--- config.mk ---
export PLATFORM = sky130hd
export DESIGN_NAME = mmas_out
export DESIGN_NICKNAME = d
export VERILOG_FILES = /design/src/mmas_pkg.sv /design/src/mmas_out.sv
export SDC_FILE = /design/constraint.sdc
export NUM_CORES = 1
export LEC_CHECK = 0
export BUFFER_PORTS_ARGS = -buffer_cell sky130_fd_sc_hd__buf_2
export CAP_MARGIN = 20
export CELL_PAD_IN_SITES_DETAIL_PLACEMENT = 0
export CELL_PAD_IN_SITES_GLOBAL_PLACEMENT = 1
export CORE_AREA = 3 3 302 304
export DETAILED_ROUTE_END_ITERATION = 8
export DIE_AREA = 0 0 305 307
export PLACE_DENSITY_LB_ADDON = 0.12
export SLEW_MARGIN = 20
export SYNTH_ARGS = -nofsm -noshare
export SYNTH_HDL_FRONTEND = slang
export SYNTH_SLANG_ARGS = --single-unit
--- constraint.sdc ---
create_clock -name clk_i -period 9 [get_ports clk_i]
set_input_delay 1.8 -clock clk_i [delete_from_list [all_inputs] [get_ports clk_i]]
set_output_delay 1.8 -clock clk_i [all_outputs]
set_load 0.02 [all_outputs]
--- src/mmas_pkg.sv ---
`timescale 1ns / 1ps
`default_nettype none
// ----------------------------------------------------------------------------
// mmas_pkg
// Shared types and constants for the 4x4 fixed-point matrix unit: the
// function codes, the control word that travels down the cell chain and
// the fixed field widths of the ports.
// ----------------------------------------------------------------------------
package mmas_pkg;

  // fixed port widths
  localparam int FIELD_W = 32;
  localparam int ROW_W   = 2;
  localparam int FUNC_W  = 2;

  // matrix geometry: one cell per stored row
  localparam int N_ROWS = 4;
  localparam int N_COLS = 4;

  // function codes
  typedef enum logic [FUNC_W-1:0] {
    FUNC_LOAD = 2'd0,
    FUNC_MUL  = 2'd1,
    FUNC_ADD  = 2'd2,
    FUNC_SUB  = 2'd3
  } mmas_func_e;

  // control that rides along with each word
  typedef struct packed {
    mmas_func_e        func;
    logic [ROW_W-1:0]  row;
  } mmas_ctl_t;

endpackage
`default_nettype wire

--- src/mmas_out.sv ---
`timescale 1ns / 1ps
`default_nettype none
// ----------------------------------------------------------------------------
// mmas_out
// End of the chain. Adds the last cell's products into the sums, shifts
// them down by the fraction width with floor rounding, saturates, picks
// the multiply or add/sub result and holds it in the output register.
// Load words end here without a result.
// ----------------------------------------------------------------------------
module mmas_out #(
  parameter int ELEM_W    = 32,
  parameter int FRAC_BITS = 16
) (
  input  logic                          clk_i,
  input  logic                          rst_ni,
  // from the last cell
  input  logic                          up_valid_i,
  output logic                          up_stall_o,
  input  mmas_pkg::mmas_ctl_t           up_ctl_i,
  input  logic signed [2*ELEM_W+1:0]    up_acc_i  [mmas_pkg::N_COLS],
  input  logic signed [2*ELEM_W-1:0]    up_prod_i [mmas_pkg::N_COLS],
  input  logic signed [ELEM_W-1:0]      up_res_i  [mmas_pkg::N_COLS],
  // result side
  output logic                          out_valid_o,
  input  logic                          out_stall_i,
  output logic [mmas_pkg::ROW_W-1:0]    out_row_o,
  output logic signed [ELEM_W-1:0]      out_data_o [mmas_pkg::N_COLS]
);
  import mmas_pkg::*;

  localparam int PROD_W = 2 * ELEM_W;
  localparam int ACC_W  = PROD_W + 2;

  logic                     valid_q;
  logic [ROW_W-1:0]         row_q;
  logic signed [ELEM_W-1:0] data_q [N_COLS];

  logic signed [ACC_W-1:0]  sum    [N_COLS];
  logic signed [ACC_W-1:0]  shf    [N_COLS];
  logic signed [ELEM_W-1:0] data_d [N_COLS];
  logic                     take;

  assign up_stall_o = valid_q & out_stall_i;
  assign take       = up_valid_i & ~up_stall_o;

  // final sum, floor shift and saturation
  always_comb begin
    for (int j = 0; j < N_COLS; j++) begin
      sum[j] = up_acc_i[j] + ACC_W'(up_prod_i[j]);
      shf[j] = sum[j] >>> FRAC_BITS;
      if (up_ctl_i.func != FUNC_MUL) begin
        data_d[j] = up_res_i[j];
      end else if ((&shf[j][ACC_W-1:ELEM_W-1]) || !(|shf[j][ACC_W-1:ELEM_W-1])) begin
        data_d[j] = shf[j][ELEM_W-1:0];
      end else begin
        data_d[j] = {shf[j][ACC_W-1], {(ELEM_W-1){~shf[j][ACC_W-1]}}};
      end
    end
  end

  // output valid, loads leave no result
  always_ff @(posedge clk_i or negedge rst_ni) begin
    if (!rst_ni) begin
      valid_q <= 1'b0;
    end else if (!up_stall_o) begin
      valid_q <= up_valid_i && (up_ctl_i.func != FUNC_LOAD);
    end
  end

  // output payload
  always_ff @(posedge clk_i) begin
    if (take) begin
      row_q <= up_ctl_i.row;
      for (int j = 0; j < N_COLS; j++) begin
        data_q[j] <= data_d[j];
      end
    end
  end

  assign out_valid_o = valid_q;
  assign out_row_o   = row_q;
  assign out_data_o  = data_q;

endmodule
`default_nettype wire

After elaboration in Yosys (flattened, before gate mapping)
Cells that the tools add are included.
{ "op_classes": {"muxes": 8, "n_eq_ne": 1, "reduce_logical": 18, "n_bitwise": 7, "addsub": 4} }
{ "ops": {"columns": ["operator", "count"], "rows": [
  ["adder 66 x 64 -> 66 bit", 4],
  ["2-to-1 mux 32 bit", 8],
  ["AND reduction 19 bit", 4],
  ["OR reduction 19 bit", 4],
  ["NOT 1 bit", 5],
  ["zero test 1 bit", 4],
  ["logical OR 1 bit", 4],
  ["bitwise AND 1 bit", 2],
  ["!= test 2 x 1 -> 1 bit (second input constant)", 1],
  ["nonzero test 2 bit", 1],
  ["logical AND 1 bit", 1]
]} }
{ "word_totals": {"wordCells": 44, "out_inout_bits": 132, "reg_bits": 131, "in_bits": 656} }

Longest topological paths before layout
{ "depth": {"ltp_word": 6, "mapped_depth": 16, "ltp_nobuf": 13} }

Worst setup path before layout
No wires, ideal clock.
{ "synth_path": {"path_type": "in2reg", "from": "in out_stall_i", "to": "reg data_q (netlist bit out_data_o[0]) (enable)", "arrival_time_ns": 7.735, "n_path_buf": 0, "slack_ns": 0.632, "stages": 2, "setup_time_ns": 0.633, "required_time_ns": 8.367, "path_cell_list": "and2_1 > nor2b_1"} }
{ "synth_between": {"elab_chain_len": 3} }
{ "synth_rtl": {"columns": ["element", "line_no", "rtl"], "rows": [
  ["start, declared", "mmas_out.sv:25", "input logic out_stall_i,"],
  ["bitwise AND 1 bit", "mmas_out.sv:43", "assign up_stall_o = valid_q & out_stall_i;"],
  ["NOT 1 bit", "mmas_out.sv:44", "assign take = up_valid_i & ~up_stall_o;"],
  ["bitwise AND 1 bit", "mmas_out.sv:44", null],
  ["via take", "mmas_out.sv:41", "logic take;"],
  ["end signal, assigned by index", "mmas_out.sv:75", "data_q[j] <= data_d[j];"],
  ["end, declared", "mmas_out.sv:36", "logic signed [ELEM_W-1:0] data_q [N_COLS];"]
]} }
The timed path passes the listed nets, and every way through them passes these cells.
A chain may end at the register's enable or synchronous reset.

==> metrics.md <==
| Metric | Value |
|---|---|
| Status | finished clean |
| Type of the most critical hold path | in -> async |
| Number of iterations in the first detailed-routing pass | 7 |
| Die area | ~94000 sq um |
| Chain of cells forming the critical path | buf_2 -> ha_1 -> nand4_1 -> nor4_1 -> o31ai_1 -> a311o_1 -> and3_1 -> o21ai_0 -> xor2_1 -> nor4_1 -> nand4_1 -> or4_4 -> a21oi_4 -> buf_16 -> o22ai_1 |
| Power per unit of standard cell area | about 120 nW/um^2 |
| Post-synth top flop | edfxtp_1 |
| Clock buffer count from CTS | 17 |
| Largest driver fanout on the critical path | 16 |
| Synthesized Nets | between 4000 and 5000 |
| DRC violation count after routing | 0 |
| Number of levels in the clock H-tree | 4 |
| Max-capacitance violation count | 0 |
| Setup total negative slack | 0 ns |
| Fill cells | 9944 |
| Worst Setup Slack post-DPL | 2.05 ns |
| Largest net degree at the start of global routing | approximately 140 |
| Cell class contributing the biggest share of worst-path delay | simple AND/OR/NAND/NOR gates |
| Slowest cell delay on critical path | ~0.59 ns |
| Final worst slack | 2.67 ns |
| Levels on crit path | 15 |
| Post-route worst hold slack | about 1.1 ns |
| VDD IR max | around 0.00015 V |
| Clk sink count | 131 |
| Starting density of the core | a little over a quarter |
| Share of the core filled with cells | about a third |
| Detailed-route vias per instance | 5.66 |
| Die Ht | 307 um |
| Mapped Area | around 23000 sq um |
| R2r startpoint | out_valid_o |
| Sequential share of the synthesized area | 17.0% |
| Ratio of cells with drive above 1 in the final layout | roughly a quarter |
| Tot GR Track Use | between 20% and 30% |
| Area growth from synthesis to layout | 23.6% |
| Fin. Hold Viols | 0 |
| Antenna-violating nets left | 0 |
| Total routed wirelength | roughly 130 mm |
| Fmax | 158 MHz |
| Worst slew slack as a fraction of its limit | about 34% |
| CTS root buffer | clkbuf_16 |
| Total via count in the routed design | ~29000 |
| Max-slew violation total from the final report | 0 |
| Number of global-route vias before repair | ~28000 |
| Number of nets in the finished design | between 4000 and 5000 |
| Number of rows created at floorplan | ~110 |
| Fraction of post-synthesis cell area in the top cell type by area | between 10% and 20% |
| Critical path launch point | up_acc_i[218] |
| Pin slew with the least headroom to its limit | 0.979 ns |
| Fraction of registers with async set or reset after synthesis | less than 1% |
| End of the worst register-to-register path | out_data_o[29] |
| DRC violation total after the first TritonRoute iteration | approximately 2100 |
| Clock tree from TritonCTS | built |
| Last weighted congestion value of the routability-driven placer | roughly 0.95 |
| Netlist cell types | approximately 110 |
| Cell type of the slowest stage on the worst timing path | a21oi_4 |
| Wire length of the first global-routing pass | roughly 190 mm |
| Total gr overflow | 0 |
| Crit start category | primary input |
| Number of synthesized register bits | between 100 and 150 |
| Number of port buffers | 787 |
| Maximum clock skew at final layout | ~0.015 ns |
| Clock-pin slew on the worst setup and hold paths | ~0.070 ns |
| Final HPWL DP | around 110 mm |
| Initial antenna violation count | 38 |
| Core region area | around 89000 sq um |
| Final worst path period need | between 6 and 7 ns |
| DIE WIDTH | 305 um |
| Category of the worst setup path capture point | flip-flop |
| Buffer count from post-CTS setup fixing | 0 |
| Bufs on Longest Clock Path | 2 |
| Later-pin clock latency in the skew report | ~0.49 ns |
| Warning count from the yosys run | 0 |
| Area contributors post-synth | edfxtp_1 (17%), ha_1 (14%), a21oi_1 (7.9%) |
| Average detailed-routed wire length per instance | 25.5 um |
| Minimum setup slack among reg-to-reg paths | 6.54 ns |
| Post-route clock period utilization | 70.4% |
| Hold Buf Count CTS | 0 |
| Timing endpoint of the critical path | out_data_o[111] |
| Total of endpoints with negative setup slack in the final report | 0 |
| Post-Synthesis Cells | roughly 3200 |
| Data required time of the worst path | just over 9 ns |
| EDFF count, synth | 130 |
| Start-to-end type of the worst setup path | in -> reg |
| Synthesized area divided by synthesized cell count | just over 7 sq um |
| Leak pwr | between 10 and 15 nW |
| Cell accounting for the most synthesized area | edfxtp_1 |
| Path depth of the worst reg2reg path | 3 |
| Buffers plus inverters on the worst setup path | 2 |
| Number of instances resized during post-cts repair | 0 |
| Arrival time worst endpoint | around 6.6 ns |
| Setup repair after global routing missed its margin | no |
| Total power draw | around 3.5 mW |
| Number of I/O pins | 788 |
sequential cells by signal (all words and copies together), names as in the netlist:
register	flops
out_row_o	2
out_data_o	128
out_valid_o	1
worst min path at each step:
stage                     cells past startpoint  slack, ns     endpoint        start
after CTS                                     1       1.07  out_valid_o       rst_ni
after global routing                          1       1.07  out_valid_o       rst_ni
after floorplan                               2       0.89  out_valid_o  out_valid_o
final                                         1       1.10  out_valid_o       rst_ni
after global placement                        2       1.11  out_valid_o  out_valid_o
after detailed placement                      2       1.10  out_valid_o  out_valid_o
layout by cell type, fill, tap and decap left out, types with 36 or more instances in the layout:
master / Yosys / routed
inv_1: 47 / 47
a21o_1: 60 / 60
nand2_1: 338 / 338
a31oi_1: 55 / 55
xnor2_1: 101 / 101
nand3_1: 61 / 61
nor3_1: 78 / 78
buf_2: 39 / 787
a21oi_1: 364 / 362
o21ai_0: 335 / 335
nor2_1: 374 / 374
o22ai_1: 88 / 88
ha_1: 256 / 256
o21ai_1: 41 / 41
o21a_1: 44 / 44
o21bai_1: 36 / 36
xor2_1: 75 / 75
nand4_1: 133 / 133
edfxtp_1: 130 / 130
cell families after synthesis:
logic type,synth area share (%)
XOR/XNOR,6.67
multiplexers,0.493
AND/OR/NAND/NOR,24.0
AO/OA/AOI/OAI,33.8
flip-flops,17.0
adder cells (fa/ha/maj),13.9
buffers and inverters,4.15
report_power, final:
group / total [mW] / internal (mW) / switching (mW) / leakage (nW)
Combinational: 1.90 / 0.671 / 1.23 / 10.0
Sequential: 0.760 / 0.738 / 0.0214 / 1.25
Clock: 0.829 / 0.466 / 0.362 / 0.296
routing by layer:
| layer | global-route usage, % | vias to the layer above | routed length [um] |
|---|---|---|---|
| li1 | - | 13609 | - |
| met2 | 45.3 | 1205 | 61900 |
| met1 | 32.6 | 13683 | 54100 |
| met3 | 5.83 | 161 | 9610 |
| met4 | 7.88 | 20 | 3280 |
| met5 | 0 | - | 122 |
cell type report:
type / instances / area, sq um / area share (%)
Multi-Input combinational cell: 2875 / 18300 / 63.9
Timing Repair Buffer: 797 / 4060 / 14.2
Sequential cell: 131 / 3930 / 13.8
Tap cell: 1165 / 1460 / 5.10
Clock buffer: 17 / 425 / 1.49
Clock inverter: 14 / 201 / 0.705
Inverter: 47 / 176 / 0.618
Antenna cell: 20 / 50.0 / 0.175
stage by stage:
step	cells	cell area [sq um]
floorplan	3223	23100
global placement	5014	27900
detailed placement	5015	27900
CTS	5046	28500
global route	5059	28500
finish	5066	28600
synthesized netlist by cell type (all sizes together) (26+ instances only):
cell / number
xnor2: 101
inv: 47
o21bai: 37
a211oi: 32
o22ai: 96
clkbuf: 115
nor2: 375
nor3: 80
edfxtp: 130
a31oi: 56
o21ai: 378
buf: 55
a21oi: 374
o21a: 46
a21o: 62
xor2: 75
nand4: 134
nand3: 62
nor4: 37
nand2: 341
o31ai: 26
ha: 256
Note: power is estimated with default switching activity, not from simulation.
